<file path="config.mk">
export PLATFORM = sky130hd
export DESIGN_NAME = multichannel_biquad_iir_filter
export DESIGN_NICKNAME = d
export VERILOG_FILES = /design/src/rtl/mbq_pkg.sv /design/src/rtl/mbq_sequencer.sv /design/src/rtl/mbq_datapath.sv /design/src/rtl/multichannel_biquad_iir_filter.sv
export VERILOG_INCLUDE_DIRS = /design/src /design/src/rtl
export SDC_FILE = /design/constraint.sdc
export NUM_CORES = 2
export LEC_CHECK = 0
export ABC_AREA = 1
export BUFFER_PORTS_ARGS = -buffer_cell sky130_fd_sc_hd__buf_2
export CAP_MARGIN = 10
export CORE_MARGIN = 2
export CORE_UTILIZATION = 60
export CTS_CLUSTER_SIZE = 20
export DETAILED_ROUTE_END_ITERATION = 10
export PLACE_DENSITY = 0.86
export SETUP_SLACK_MARGIN = 0.1
export SYNTH_ARGS = -nofsm -noshare
export SYNTH_HDL_FRONTEND = slang
export SYNTH_SLANG_ARGS = --single-unit
</file>
<file path="constraint.sdc">
create_clock -name clk -period 11.9 [get_ports clk]
set_input_delay 0.595 -clock clk [delete_from_list [all_inputs] [get_ports clk]]
set_output_delay 0.595 -clock clk [all_outputs]
set_load 0.02 [all_outputs]
</file>
<file path="src/rtl/multichannel_biquad_iir_filter_macros.svh">
// Assertion macros shared by the filter modules.
// MBQ_ASSERT is checked only outside reset; MBQ_ASSERT_RST is checked at every edge.
`ifndef MULTICHANNEL_BIQUAD_IIR_FILTER_MACROS_SVH
`define MULTICHANNEL_BIQUAD_IIR_FILTER_MACROS_SVH

`ifndef SYNTHESIS

`define MBQ_ASSERT(lbl, prop, msg) \
    lbl: assert property (@(posedge clk) disable iff (!rst_n) prop) else $error(msg);

`define MBQ_ASSERT_RST(lbl, prop, msg) \
    lbl: assert property (@(posedge clk) prop) else $error(msg);

`else

`define MBQ_ASSERT(lbl, prop, msg)

`define MBQ_ASSERT_RST(lbl, prop, msg)

`endif

`endif

</file>
<file path="src/rtl/mbq_pkg.sv">
package mbq_pkg;

    localparam int unsigned CHANNELS_DEF = 8;
    localparam int unsigned CHAN_W       = 3;
    localparam int unsigned SAMPLE_W     = 32;
    localparam int unsigned COEF_W       = 32;
    localparam int unsigned PROD_W       = 64;
    localparam int unsigned ACC_W        = 68;
    localparam int unsigned FRAC_SHIFT   = 30;
    localparam int unsigned CFG_IDX_W    = 3;
    localparam int unsigned PC_W         = 4;

    localparam logic signed [COEF_W-1:0] B0_RST = 32'sd3888751;
    localparam logic signed [COEF_W-1:0] B1_RST = 32'sd7777502;
    localparam logic signed [COEF_W-1:0] B2_RST = 32'sd3888751;
    localparam logic signed [COEF_W-1:0] A1_RST = -32'sd1957103779;
    localparam logic signed [COEF_W-1:0] A2_RST = 32'sd898916953;

    localparam logic signed [SAMPLE_W-1:0] SAMPLE_MAX = 32'sh7FFF_FFFF;
    localparam logic signed [SAMPLE_W-1:0] SAMPLE_MIN = 32'sh8000_0000;

    typedef enum logic [CFG_IDX_W-1:0] {
        REG_B0 = 3'd0,
        REG_B1 = 3'd1,
        REG_B2 = 3'd2,
        REG_A1 = 3'd3,
        REG_A2 = 3'd4
    } cfg_reg_t;

    typedef struct packed {
        logic [CHAN_W-1:0]          channel;
        logic signed [SAMPLE_W-1:0] sample;
    } in_item_t;

    typedef struct packed {
        logic [CHAN_W-1:0]          out_channel;
        logic signed [SAMPLE_W-1:0] filtered;
        logic                       saturated;
    } out_item_t;

    typedef enum logic [2:0] {COEF_B0, COEF_B1, COEF_B2, COEF_A1, COEF_A2} coef_sel_t;
    typedef enum logic [2:0] {OPND_V, OPND_X1, OPND_X2, OPND_Y1, OPND_Y2} opnd_sel_t;
    typedef enum logic [1:0] {ACC_HOLD, ACC_LOAD, ACC_ADD, ACC_SUB} acc_op_t;
    typedef enum logic [1:0] {RND_NONE, RND_Y2, RND_Y1, RND_OUT} rnd_dst_t;
    typedef enum logic [1:0] {BR_NEXT, BR_BAD, BR_PRIMED, BR_END} branch_t;
    typedef enum logic {SEQ_IDLE, SEQ_RUN} seq_state_t;

    typedef struct packed {
        logic            mul_en;
        coef_sel_t       coef_sel;
        opnd_sel_t       opnd_sel;
        acc_op_t         acc_op;
        rnd_dst_t        rnd_dst;
        logic            prime_x;
        branch_t         branch;
        logic [PC_W-1:0] target;
    } ctrl_word_t;

    typedef struct packed {
        ctrl_word_t word;
        logic       active;
    } seq_ctrl_t;

    typedef struct packed {
        logic bad;
        logic primed;
        logic slot_free;
    } dp_status_t;

    // Microprogram addresses.
    localparam logic [PC_W-1:0] PC_START     = 4'd0;
    localparam logic [PC_W-1:0] PC_CHECK     = 4'd1;
    localparam logic [PC_W-1:0] PC_PRIME_B0  = 4'd2;
    localparam logic [PC_W-1:0] PC_PRIME_B1  = 4'd3;
    localparam logic [PC_W-1:0] PC_ROUND_P0  = 4'd4;
    localparam logic [PC_W-1:0] PC_PRIME_A2  = 4'd5;
    localparam logic [PC_W-1:0] PC_PRIME_SUB = 4'd6;
    localparam logic [PC_W-1:0] PC_ROUND_P1  = 4'd7;
    localparam logic [PC_W-1:0] PC_MUL_B0    = 4'd8;
    localparam logic [PC_W-1:0] PC_MUL_B1    = 4'd9;
    localparam logic [PC_W-1:0] PC_MUL_B2    = 4'd10;
    localparam logic [PC_W-1:0] PC_MUL_A1    = 4'd11;
    localparam logic [PC_W-1:0] PC_MUL_A2    = 4'd12;
    localparam logic [PC_W-1:0] PC_SUB_A2    = 4'd13;
    localparam logic [PC_W-1:0] PC_ROUND_Y   = 4'd14;
    localparam logic [PC_W-1:0] PC_BAD       = 4'd15;

    localparam ctrl_word_t UC_NOP = '{
        mul_en:   1'b0,
        coef_sel: COEF_B0,
        opnd_sel: OPND_V,
        acc_op:   ACC_HOLD,
        rnd_dst:  RND_NONE,
        prime_x:  1'b0,
        branch:   BR_NEXT,
        target:   PC_START
    };

    // The product issued in one step is accumulated in the following step.
    function automatic ctrl_word_t ucode(input logic [PC_W-1:0] pc);
        ctrl_word_t w;
        w = UC_NOP;
        case (pc)
            PC_START:
            begin
                w.branch = BR_BAD;
                w.target = PC_BAD;
            end
            PC_CHECK:
            begin
                w.branch = BR_PRIMED;
                w.target = PC_MUL_B0;
            end
            PC_PRIME_B0:
            begin
                w.mul_en   = 1'b1;
                w.coef_sel = COEF_B0;
                w.opnd_sel = OPND_V;
            end
            PC_PRIME_B1:
            begin
                w.acc_op   = ACC_LOAD;
                w.mul_en   = 1'b1;
                w.coef_sel = COEF_B1;
                w.opnd_sel = OPND_V;
            end
            PC_ROUND_P0:
            begin
                w.rnd_dst = RND_Y2;
                w.acc_op  = ACC_ADD;
                w.prime_x = 1'b1;
            end
            PC_PRIME_A2:
            begin
                w.mul_en   = 1'b1;
                w.coef_sel = COEF_A2;
                w.opnd_sel = OPND_Y2;
            end
            PC_PRIME_SUB:
            begin
                w.acc_op = ACC_SUB;
            end
            PC_ROUND_P1:
            begin
                w.rnd_dst = RND_Y1;
            end
            PC_MUL_B0:
            begin
                w.mul_en   = 1'b1;
                w.coef_sel = COEF_B0;
                w.opnd_sel = OPND_V;
            end
            PC_MUL_B1:
            begin
                w.acc_op   = ACC_LOAD;
                w.mul_en   = 1'b1;
                w.coef_sel = COEF_B1;
                w.opnd_sel = OPND_X1;
            end
            PC_MUL_B2:
            begin
                w.acc_op   = ACC_ADD;
                w.mul_en   = 1'b1;
                w.coef_sel = COEF_B2;
                w.opnd_sel = OPND_X2;
            end
            PC_MUL_A1:
            begin
                w.acc_op   = ACC_ADD;
                w.mul_en   = 1'b1;
                w.coef_sel = COEF_A1;
                w.opnd_sel = OPND_Y1;
            end
            PC_MUL_A2:
            begin
                w.acc_op   = ACC_SUB;
                w.mul_en   = 1'b1;
                w.coef_sel = COEF_A2;
                w.opnd_sel = OPND_Y2;
            end
            PC_SUB_A2:
            begin
                w.acc_op = ACC_SUB;
            end
            PC_ROUND_Y:
            begin
                w.rnd_dst = RND_OUT;
                w.branch  = BR_END;
            end
            PC_BAD:
            begin
                w.rnd_dst = RND_OUT;
                w.branch  = BR_END;
            end
            default:
            begin
                w = UC_NOP;
            end
        endcase
        return w;
    endfunction

endpackage

</file>
<file path="src/rtl/mbq_sequencer.sv">
`include "multichannel_biquad_iir_filter_macros.svh"

module mbq_sequencer (
    input  logic                   clk,
    input  logic                   rst_n,
    input  logic                   start,
    input  mbq_pkg::dp_status_t    status,
    output mbq_pkg::seq_ctrl_t     ctrl,
    output logic                   ready
);

    mbq_pkg::seq_state_t              state_reg;
    mbq_pkg::seq_state_t              state_next;
    logic [mbq_pkg::PC_W-1:0]         pc_reg;
    logic [mbq_pkg::PC_W-1:0]         pc_next;
    mbq_pkg::ctrl_word_t              word;

    always_ff @(posedge clk or negedge rst_n)
    begin
        if (!rst_n)
        begin
            state_reg <= mbq_pkg::SEQ_IDLE;
            pc_reg    <= mbq_pkg::PC_START;
        end
        else
        begin
            state_reg <= state_next;
            pc_reg    <= pc_next;
        end
    end

    always_comb
    begin
        word        = mbq_pkg::ucode(pc_reg);
        state_next  = state_reg;
        pc_next     = pc_reg;
        ctrl.word   = word;
        ctrl.active = 1'b0;
        ready       = 1'b0;
        case (state_reg)
            mbq_pkg::SEQ_IDLE:
            begin
                ready = 1'b1;
                if (start)
                begin
                    state_next = mbq_pkg::SEQ_RUN;
                    pc_next    = mbq_pkg::PC_START;
                end
            end
            mbq_pkg::SEQ_RUN:
            begin
                ctrl.active = 1'b1;
                case (word.branch)
                    mbq_pkg::BR_NEXT:
                    begin
                        pc_next = pc_reg + 1'b1;
                    end
                    mbq_pkg::BR_BAD:
                    begin
                        pc_next = status.bad ? word.target : pc_reg + 1'b1;
                    end
                    mbq_pkg::BR_PRIMED:
                    begin
                        pc_next = status.primed ? word.target : pc_reg + 1'b1;
                    end
                    mbq_pkg::BR_END:
                    begin
                        // The last step waits here while the output register is still full.
                        ctrl.active = status.slot_free;
                        if (status.slot_free)
                        begin
                            state_next = mbq_pkg::SEQ_IDLE;
                        end
                    end
                    default:
                    begin
                        pc_next = pc_reg + 1'b1;
                    end
                endcase
            end
            default:
            begin
                state_next = mbq_pkg::SEQ_IDLE;
            end
        endcase
    end

    `MBQ_ASSERT(a_start_pc, start |=> (state_reg == mbq_pkg::SEQ_RUN && pc_reg == mbq_pkg::PC_START), "sequencer did not start at the first step")
    `MBQ_ASSERT(a_end_hold, (state_reg == mbq_pkg::SEQ_RUN && word.branch == mbq_pkg::BR_END && !status.slot_free) |=> (state_reg == mbq_pkg::SEQ_RUN && $stable(pc_reg)), "final step left while output was full")
    `MBQ_ASSERT(a_run_stays, (state_reg == mbq_pkg::SEQ_RUN && word.branch != mbq_pkg::BR_END) |=> state_reg == mbq_pkg::SEQ_RUN, "program ended before its final step")
    `MBQ_ASSERT_RST(a_rst_idle, !rst_n |=> state_reg == mbq_pkg::SEQ_IDLE, "sequencer not idle after reset")

endmodule

</file>
<file path="src/rtl/mbq_datapath.sv">
`include "multichannel_biquad_iir_filter_macros.svh"

module mbq_datapath #(
    parameter int unsigned CHANNELS = mbq_pkg::CHANNELS_DEF
) (
    input  logic                                clk,
    input  logic                                rst_n,
    input  logic                                start,
    input  mbq_pkg::in_item_t                   in_data,
    input  mbq_pkg::seq_ctrl_t                  ctrl,
    output mbq_pkg::dp_status_t                 status,
    output logic                                out_valid,
    input  logic                                out_ready,
    output mbq_pkg::out_item_t                  out_data,
    input  logic                                cfg_we,
    input  logic [mbq_pkg::CFG_IDX_W-1:0]       cfg_index,
    input  logic [mbq_pkg::COEF_W-1:0]          cfg_data
);

    localparam int unsigned IDX_W = (CHANNELS > 1) ? $clog2(CHANNELS) : 1;
    localparam int unsigned CMP_W =
        ((IDX_W > mbq_pkg::CHAN_W) ? IDX_W : mbq_pkg::CHAN_W) + 1;
    localparam int unsigned TOP_BIT = mbq_pkg::FRAC_SHIFT + mbq_pkg::SAMPLE_W - 1;
    localparam logic signed [mbq_pkg::ACC_W-1:0] HALF_LSB =
        mbq_pkg::ACC_W'(1) << (mbq_pkg::FRAC_SHIFT - 1);

    logic signed [mbq_pkg::COEF_W-1:0]    b0_reg, b1_reg, b2_reg, a1_reg, a2_reg;
    logic [CHANNELS-1:0]                  primed_bits_reg;

    logic signed [mbq_pkg::SAMPLE_W-1:0]  x1_mem [CHANNELS];
    logic signed [mbq_pkg::SAMPLE_W-1:0]  x2_mem [CHANNELS];
    logic signed [mbq_pkg::SAMPLE_W-1:0]  y1_mem [CHANNELS];
    logic signed [mbq_pkg::SAMPLE_W-1:0]  y2_mem [CHANNELS];

    logic signed [mbq_pkg::SAMPLE_W-1:0]  v_reg, x1_reg, x2_reg, y1_reg, y2_reg;
    logic [mbq_pkg::CHAN_W-1:0]           ch_reg;
    logic [IDX_W-1:0]                     idx_reg;
    logic                                 bad_reg;
    logic                                 primed_reg;
    logic signed [mbq_pkg::PROD_W-1:0]    prod_reg;
    logic signed [mbq_pkg::ACC_W-1:0]     acc_reg;
    logic                                 out_valid_reg;
    mbq_pkg::out_item_t                   out_data_reg;

    logic [CMP_W-1:0]                     ch_ext;
    logic                                 in_range;
    logic [IDX_W-1:0]                     in_idx;
    logic signed [mbq_pkg::COEF_W-1:0]    mul_a;
    logic signed [mbq_pkg::SAMPLE_W-1:0]  mul_b;
    logic signed [mbq_pkg::PROD_W-1:0]    prod;
    logic signed [mbq_pkg::ACC_W-1:0]     prod_ext;
    logic signed [mbq_pkg::ACC_W-1:0]     rnd_sum;
    logic                                 rnd_fits;
    logic signed [mbq_pkg::SAMPLE_W-1:0]  rnd_val;
    logic                                 rnd_sat;
    logic                                 do_end;

    always_comb
    begin
        ch_ext   = CMP_W'(in_data.channel);
        in_range = ch_ext < CMP_W'(CHANNELS);
        in_idx   = in_range ? ch_ext[IDX_W-1:0] : '0;
    end

    always_comb
    begin
        case (ctrl.word.coef_sel)
            mbq_pkg::COEF_B0: mul_a = b0_reg;
            mbq_pkg::COEF_B1: mul_a = b1_reg;
            mbq_pkg::COEF_B2: mul_a = b2_reg;
            mbq_pkg::COEF_A1: mul_a = a1_reg;
            mbq_pkg::COEF_A2: mul_a = a2_reg;
            default:          mul_a = b0_reg;
        endcase
        case (ctrl.word.opnd_sel)
            mbq_pkg::OPND_V:  mul_b = v_reg;
            mbq_pkg::OPND_X1: mul_b = x1_reg;
            mbq_pkg::OPND_X2: mul_b = x2_reg;
            mbq_pkg::OPND_Y1: mul_b = y1_reg;
            mbq_pkg::OPND_Y2: mul_b = y2_reg;
            default:          mul_b = v_reg;
        endcase
    end

    assign prod     = mul_a * mul_b;
    assign prod_ext = mbq_pkg::ACC_W'(prod_reg);

    // Round half up, then clamp anything outside the signed 32-bit range.
    always_comb
    begin
        rnd_sum  = acc_reg + HALF_LSB;
        rnd_fits = (rnd_sum[mbq_pkg::ACC_W-1:TOP_BIT] == '0) ||
                   (rnd_sum[mbq_pkg::ACC_W-1:TOP_BIT] == '1);
        rnd_sat  = !rnd_fits;
        if (rnd_fits)
        begin
            rnd_val = rnd_sum[TOP_BIT:mbq_pkg::FRAC_SHIFT];
        end
        else
        begin
            rnd_val = rnd_sum[mbq_pkg::ACC_W-1] ? mbq_pkg::SAMPLE_MIN : mbq_pkg::SAMPLE_MAX;
        end
    end

    assign do_end = ctrl.active && (ctrl.word.branch == mbq_pkg::BR_END);

    always_ff @(posedge clk or negedge rst_n)
    begin
        if (!rst_n)
        begin
            b0_reg          <= mbq_pkg::B0_RST;
            b1_reg          <= mbq_pkg::B1_RST;
            b2_reg          <= mbq_pkg::B2_RST;
            a1_reg          <= mbq_pkg::A1_RST;
            a2_reg          <= mbq_pkg::A2_RST;
            primed_bits_reg <= '0;
            out_valid_reg   <= 1'b0;
        end
        else
        begin
            if (cfg_we)
            begin
                case (mbq_pkg::cfg_reg_t'(cfg_index))
                    mbq_pkg::REG_B0: b0_reg <= cfg_data;
                    mbq_pkg::REG_B1: b1_reg <= cfg_data;
                    mbq_pkg::REG_B2: b2_reg <= cfg_data;
                    mbq_pkg::REG_A1: a1_reg <= cfg_data;
                    mbq_pkg::REG_A2: a2_reg <= cfg_data;
                    default: ;
                endcase
            end
            if (do_end && !bad_reg)
            begin
                primed_bits_reg[idx_reg] <= 1'b1;
            end
            if (do_end)
            begin
                out_valid_reg <= 1'b1;
            end
            else if (out_ready)
            begin
                out_valid_reg <= 1'b0;
            end
        end
    end

    // History memories: read at an accepted channel, written at the end if in range.
    always_ff @(posedge clk)
    begin
        if (do_end && !bad_reg)
        begin
            x1_mem[idx_reg] <= v_reg;
            x2_mem[idx_reg] <= x1_reg;
            y1_mem[idx_reg] <= rnd_val;
            y2_mem[idx_reg] <= y1_reg;
        end
    end

    always_ff @(posedge clk)
    begin
        if (start)
        begin
            v_reg      <= in_data.sample;
            ch_reg     <= in_data.channel;
            idx_reg    <= in_idx;
            bad_reg    <= !in_range;
            primed_reg <= primed_bits_reg[in_idx];
            x1_reg     <= x1_mem[in_idx];
            x2_reg     <= x2_mem[in_idx];
            y1_reg     <= y1_mem[in_idx];
            y2_reg     <= y2_mem[in_idx];
        end
        if (ctrl.active)
        begin
            if (ctrl.word.mul_en)
            begin
                prod_reg <= prod;
            end
            case (ctrl.word.acc_op)
                mbq_pkg::ACC_LOAD: acc_reg <= prod_ext;
                mbq_pkg::ACC_ADD:  acc_reg <= acc_reg + prod_ext;
                mbq_pkg::ACC_SUB:  acc_reg <= acc_reg - prod_ext;
                default: ;
            endcase
            if (ctrl.word.prime_x)
            begin
                x1_reg <= v_reg;
                x2_reg <= v_reg;
            end
            case (ctrl.word.rnd_dst)
                mbq_pkg::RND_Y2: y2_reg <= rnd_val;
                mbq_pkg::RND_Y1: y1_reg <= rnd_val;
                mbq_pkg::RND_OUT:
                begin
                    out_data_reg.out_channel <= ch_reg;
                    out_data_reg.filtered    <= bad_reg ? '0 : rnd_val;
                    out_data_reg.saturated   <= bad_reg ? 1'b0 : rnd_sat;
                end
                default: ;
            endcase
        end
    end

    always_comb
    begin
        status.bad       = bad_reg;
        status.primed    = primed_reg;
        status.slot_free = !out_valid_reg || out_ready;
    end

    assign out_valid = out_valid_reg;
    assign out_data  = out_data_reg;

    `MBQ_ASSERT(a_sat_limit, (out_valid_reg && out_data_reg.saturated) |-> (out_data_reg.filtered == mbq_pkg::SAMPLE_MAX || out_data_reg.filtered == mbq_pkg::SAMPLE_MIN), "saturated flag without a clipped value")
    `MBQ_ASSERT(a_out_from_end, $rose(out_valid_reg) |-> $past(do_end), "result shown without a final step")
    `MBQ_ASSERT(a_bad_zero, (do_end && bad_reg) |=> (out_data_reg.filtered == '0 && !out_data_reg.saturated), "unknown channel gave a nonzero result")

endmodule

</file>
<file path="src/rtl/multichannel_biquad_iir_filter.sv">
// Multichannel direct form I biquad, Q16.16 samples, Q2.30 coefficients.
// Input channel: in_valid/in_ready carry a channel index and a sample. Output
// channel: out_valid/out_ready carry the channel, the filtered sample and a
// flag that is set when the result was clipped to the 32-bit range.
// Coefficients are written through cfg_we/cfg_index/cfg_data; the user must
// write them only while the block is idle, as the block does not enforce it.
// A write to an index past the last coefficient is ignored. Each transaction
// runs a microprogram on one shared 32x32 multiplier and a wide accumulator,
// one step per cycle unless the last step waits for a full output register.
// A primed channel runs the start and check steps, the b0, b1, b2, a1 and a2
// multiply steps and a rounding step; the first sample on a channel adds the
// priming steps. A channel index beyond the channel count gives a zero result.
// A new transaction is accepted while a finished result still waits in the
// output register; if the receiver stalls, the next result holds in its last
// step until the output register is free.
// Reset restores the default coefficients and marks every channel unprimed;
// no clearing pass is needed.
module multichannel_biquad_iir_filter #(
    parameter int unsigned CHANNELS = mbq_pkg::CHANNELS_DEF
) (
    input  logic                            clk,
    input  logic                            rst_n,
    input  logic                            in_valid,
    output logic                            in_ready,
    input  mbq_pkg::in_item_t               in_data,
    output logic                            out_valid,
    input  logic                            out_ready,
    output mbq_pkg::out_item_t              out_data,
    input  logic                            cfg_we,
    input  logic [mbq_pkg::CFG_IDX_W-1:0]   cfg_index,
    input  logic [mbq_pkg::COEF_W-1:0]      cfg_data
);

    logic                   start;
    mbq_pkg::seq_ctrl_t     ctrl;
    mbq_pkg::dp_status_t    status;

    assign start = in_valid && in_ready;

    mbq_sequencer u_seq (
        .clk    (clk),
        .rst_n  (rst_n),
        .start  (start),
        .status (status),
        .ctrl   (ctrl),
        .ready  (in_ready)
    );

    mbq_datapath #(
        .CHANNELS (CHANNELS)
    ) u_dp (
        .clk       (clk),
        .rst_n     (rst_n),
        .start     (start),
        .in_data   (in_data),
        .ctrl      (ctrl),
        .status    (status),
        .out_valid (out_valid),
        .out_ready (out_ready),
        .out_data  (out_data),
        .cfg_we    (cfg_we),
        .cfg_index (cfg_index),
        .cfg_data  (cfg_data)
    );

endmodule
</file>
==> flow_metrics.py <==
metrics = {
    "run_status": {
        "outcome": "complete, no violations",
    },
    "sta": {
        "worst_pin_slew_ps": 1450,
        "final_min_period_over_clock_period_pct": 94.1,
        "timing_hold_violations_final": 0,
        "fmax_mhz": 89.3,
        "rsz0062_at_grt": "no",
        "final.setup.tns_ps": 0,
        "fin_skew_ps": 67.8,
        "setup_viol": 0,
        "timing.slew.headroom_pct": 2.33,
        "timing.final.max_slew_violations": 0,
        "finalCriticalPeriod_ps": 11200,
    },
    "synthesis": {
        "synth.ff_latch_count": 1530,
        "synth_top_area_cell": "sky130_fd_sc_hd__edfxtp_1",
        "ys_warn_count": 0,
        "synth.most_common_cell": "sky130_fd_sc_hd__nand2_1",
        "synth_top_cells_by_count": "1934 x sky130_fd_sc_hd__nand2_1, 1555 x sky130_fd_sc_hd__nor2_1, 1500 x sky130_fd_sc_hd__inv_1, 1228 x sky130_fd_sc_hd__edfxtp_1, 1085 x sky130_fd_sc_hd__o21ai_0",
        "synthesis.area_um2": 104000,
        "synth_xor_area_share_pct": 1.47,
        "largest_family_of_logic_cells_by_synthesized_area": "adder cells",
        "yosys.area_share.simple_pct": 14.9,
        "synth_adder_area_share_pct": 23.9,
        "synth-seq-area-share_pct": 42.2,
        "ys.flop_type": "sky130_fd_sc_hd__edfxtp_1",
        "synth_compound_area_share_pct": 9.89,
        "synth_fp_nets": 12248,
        "synth_mux_area_share_pct": 0,
        "synthesis.instances": 10833,
        "cell_types_with_the_largest_area_share_after_synthesis": "sky130_fd_sc_hd__edfxtp_1 35%, sky130_fd_sc_hd__fa_1 21%, sky130_fd_sc_hd__nand2_1 7.0%, sky130_fd_sc_hd__nor2_1 5.6%, sky130_fd_sc_hd__inv_1 5.4%",
        "syn-mean-instance-area_um2": 9.60,
        "number_of_flops_mapped_to_enable_cells_by_yosys": 1228,
        "post-synth-top-area-fraction_pct": 35.4,
        "post_synth_num_cell_types": 53,
        "share_of_async_settable_or_async_resettable_flops_after_synthesis_pct": 11.4,
    },
    "global_routing": {
        "grt_start_max_net_pins": 165,
        "grt_antenna_before_repair": 5,
        "vias_in_the_first_global_route": 85016,
        "global_route.usage.total_pct": 40.1,
        "global_route.overflow_total": 0,
        "grt_pass1_wl_mm": 522,
    },
    "clock_network": {
        "cts_htree_levels": 4,
        "clk_slew_on_worst_s_h_paths_ps": 60,
        "cts.path.max_buffers": 3,
        "cts_tree": "built",
        "ctsRootBufferMaster": "sky130_fd_sc_hd__clkbuf_16",
        "clk_latency_ps": 820,
        "cts-buffers-inserted": 149,
        "cts.sinks": 1530,
    },
    "routing": {
        "met2_wirelength_mm": 158,
        "wl_met1_mm": 122,
        "detailedRoute.firstPassIterationCount": 9,
        "ant_nets": 0,
        "wirelength_mm": 350,
        "post-route-drc-count": 0,
        "top_layer_used": "met5",
        "drtIter0Drc": 11959,
        "route.met3.wl_mm": 41.5,
        "route.detailed.wl_per_inst_um": 26.5,
        "route.vias.total": 83141,
        "routed_via_density": 6.29,
    },
    "setup_path": {
        "critical_path.max_fanout": 20,
        "rr_endpoint": "u_dp.prod_reg[42]",
        "timing.critical_path.from_type": "flip-flop",
        "cp_common_cell": "sky130_fd_sc_hd__inv_1",
        "r2r-start": "u_seq.pc_reg[0]",
        "r2r_slack_ps": 700,
        "cell_with_the_largest_stage_delay_on_the_worst_path": "sky130_fd_sc_hd__inv_1",
        "timing.critical_path.buf_inv": 12,
        "timing.critical_path.to_type": "flip-flop",
        "path_delay_family": "adder cells",
        "max_stage_delay_ps": 780,
        "r2r.worst_path.cells": 36,
        "worstPathArrival_ps": 11740,
        "timing.critical_path.required_ps": 12440,
        "timing_worst_setup_path_type": "flip-flop to flip-flop",
        "worstSetupPathDepth": 36,
    },
    "worst_hold_path": {
        "min_path_cells": 1,
        "hold_path.class": "input pin to flip-flop",
        "worstHoldStart": "in_data[13]",
        "whs_endpoint": "u_dp.v_reg[13]",
    },
    "floorplan": {
        "fp.dieArea_um2": 177000,
        "start_util_pct": 60.5,
        "die_width_um": 420,
        "io_pins": 113,
        "coreArea_um2": 172000,
        "row_count": 152,
        "die_height_um": 420,
    },
    "finish": {
        "fillerInstances": 13004,
        "flow.area_growth_from_synthesis_pct": 7.73,
        "post_layout_nonfiller_instances": 13217,
        "layout.core_utilization_pct": 65.2,
        "finalInstanceArea_um2": 112000,
        "drive_gt1_share_pct": 6.52,
        "net_total_in_the_final_layout": 12192,
    },
    "flow_run": {
        "maxCapViolations": 0,
    },
    "placed_design": {
        "placedInstanceArea_um2": 107000,
        "gp_routability_congestion": 1.03,
        "placement.io_buffers": 112,
        "placed_cells_incl_taps": 12906,
        "place_hpwl_mm": 242,
    },
}
-- cell families (layout without fill, tap and decap cells) --
logic type / count (synthesis) / in the layout
DFF: 1530 / 1530
and+or+nand+nor: 3907 / 3907
xor gates and xnor gates: 175 / 175
AOI/OAI and AO/OA: 1834 / 1834
adders and majority gates: 1340 / 1340
other: 0 / 4
buffers and inverters: 2047 / 2117
-- area by class of cell --
cell class,instances,area (µm²),share of cell area (%)
repair buffers,285,2050,1.83
clock buffers,198,4090,3.65
well taps,2310,2890,2.58
inverters,1555,5850,5.22
multi-input cells,7256,52300,46.7
diodes,4,10.0,0.00893
flip-flops and latches,1530,43900,39.2
clock inverters,79,1010,0.905
-- metal layers --
| layer | track usage [%] | up-vias |
|---|---|---|
| li1 | - | 34957 |
| met1 | 50.5 | 40642 |
| met2 | 62.6 | 6120 |
| met3 | 9.17 | 1418 |
| met4 | 26.2 | 4 |
| met5 | 0 | - |
-- layout by cell type, fill, tap and decap left out, types with 47 or more instances in the layout --
cell | Yosys | final
sky130_fd_sc_hd__buf_2 | 127 | 108
sky130_fd_sc_hd__dfrtp_1 | 96 | 96
sky130_fd_sc_hd__a21oi_1 | 206 | 206
sky130_fd_sc_hd__edfxtp_1 | 1228 | 1228
sky130_fd_sc_hd__nand3_1 | 182 | 177
sky130_fd_sc_hd__clkbuf_16 | 0 | 150
sky130_fd_sc_hd__xor2_1 | 128 | 128
sky130_fd_sc_hd__inv_1 | 1500 | 1492
sky130_fd_sc_hd__dfxtp_1 | 128 | 128
sky130_fd_sc_hd__o21ai_0 | 1085 | 1085
sky130_fd_sc_hd__ha_1 | 257 | 257
sky130_fd_sc_hd__nor3_1 | 53 | 53
sky130_fd_sc_hd__nand2_1 | 1934 | 1928
sky130_fd_sc_hd__fa_1 | 1083 | 1083
sky130_fd_sc_hd__nor2_1 | 1555 | 1545
sky130_fd_sc_hd__buf_4 | 28 | 136
sky130_fd_sc_hd__nand4_1 | 81 | 81
sky130_fd_sc_hd__dfstp_2 | 78 | 78
sky130_fd_sc_hd__o22ai_1 | 283 | 283
sky130_fd_sc_hd__inv_2 | 54 | 59
sky130_fd_sc_hd__xnor2_1 | 47 | 47
-- worst reg2reg max path: cells and delay by family, from the launching register on --
family / cells / cell delay [ps]
AO/OA/AOI/OAI: 1 / 170
flip-flops: 1 / 420
XOR/XNOR: 1 / 370
adder cells (fa/ha/maj): 10 / 4860
AND/OR/NAND/NOR: 12 / 2600
buffers and inverters: 12 / 2520
-- what timing repair did --
action / 4_1_cts / 5_1_grt
gates resized for setup: 0 / 0
endpoints found under the hold margin: 79 / 0
buffers inserted: 0 / 0
hold buffers: 30 / 0
-- worst max-delay path by stage --
stage,to,startpoint,slack (ps)
2_1_floorplan,u_dp.prod_reg[60],u_seq.pc_reg[0],3010
3_3_place_gp,u_dp.prod_reg[50],u_seq.pc_reg[0],1260
3_5_place_dp,u_dp.prod_reg[50],u_seq.pc_reg[0],1160
4_1_cts,u_dp.prod_reg[42],u_seq.pc_reg[0],1090
5_1_grt,u_dp.prod_reg[60],u_seq.pc_reg[0],460
6_report,u_dp.prod_reg[42],u_seq.pc_reg[0],700
-- through the flow --
stage | hold WS, ps | worst slack (ps)
after floorplan | 299 | 3010
after global placement | 443 | 1260
after detailed placement | 452 | 1160
after CTS | 0.508 | 1090
after global routing | 12.0 | 456
final | 36.7 | 702
Power is not shown: default switching activity piles up to over one toggle a cycle in this logic, so the estimate is an artifact.
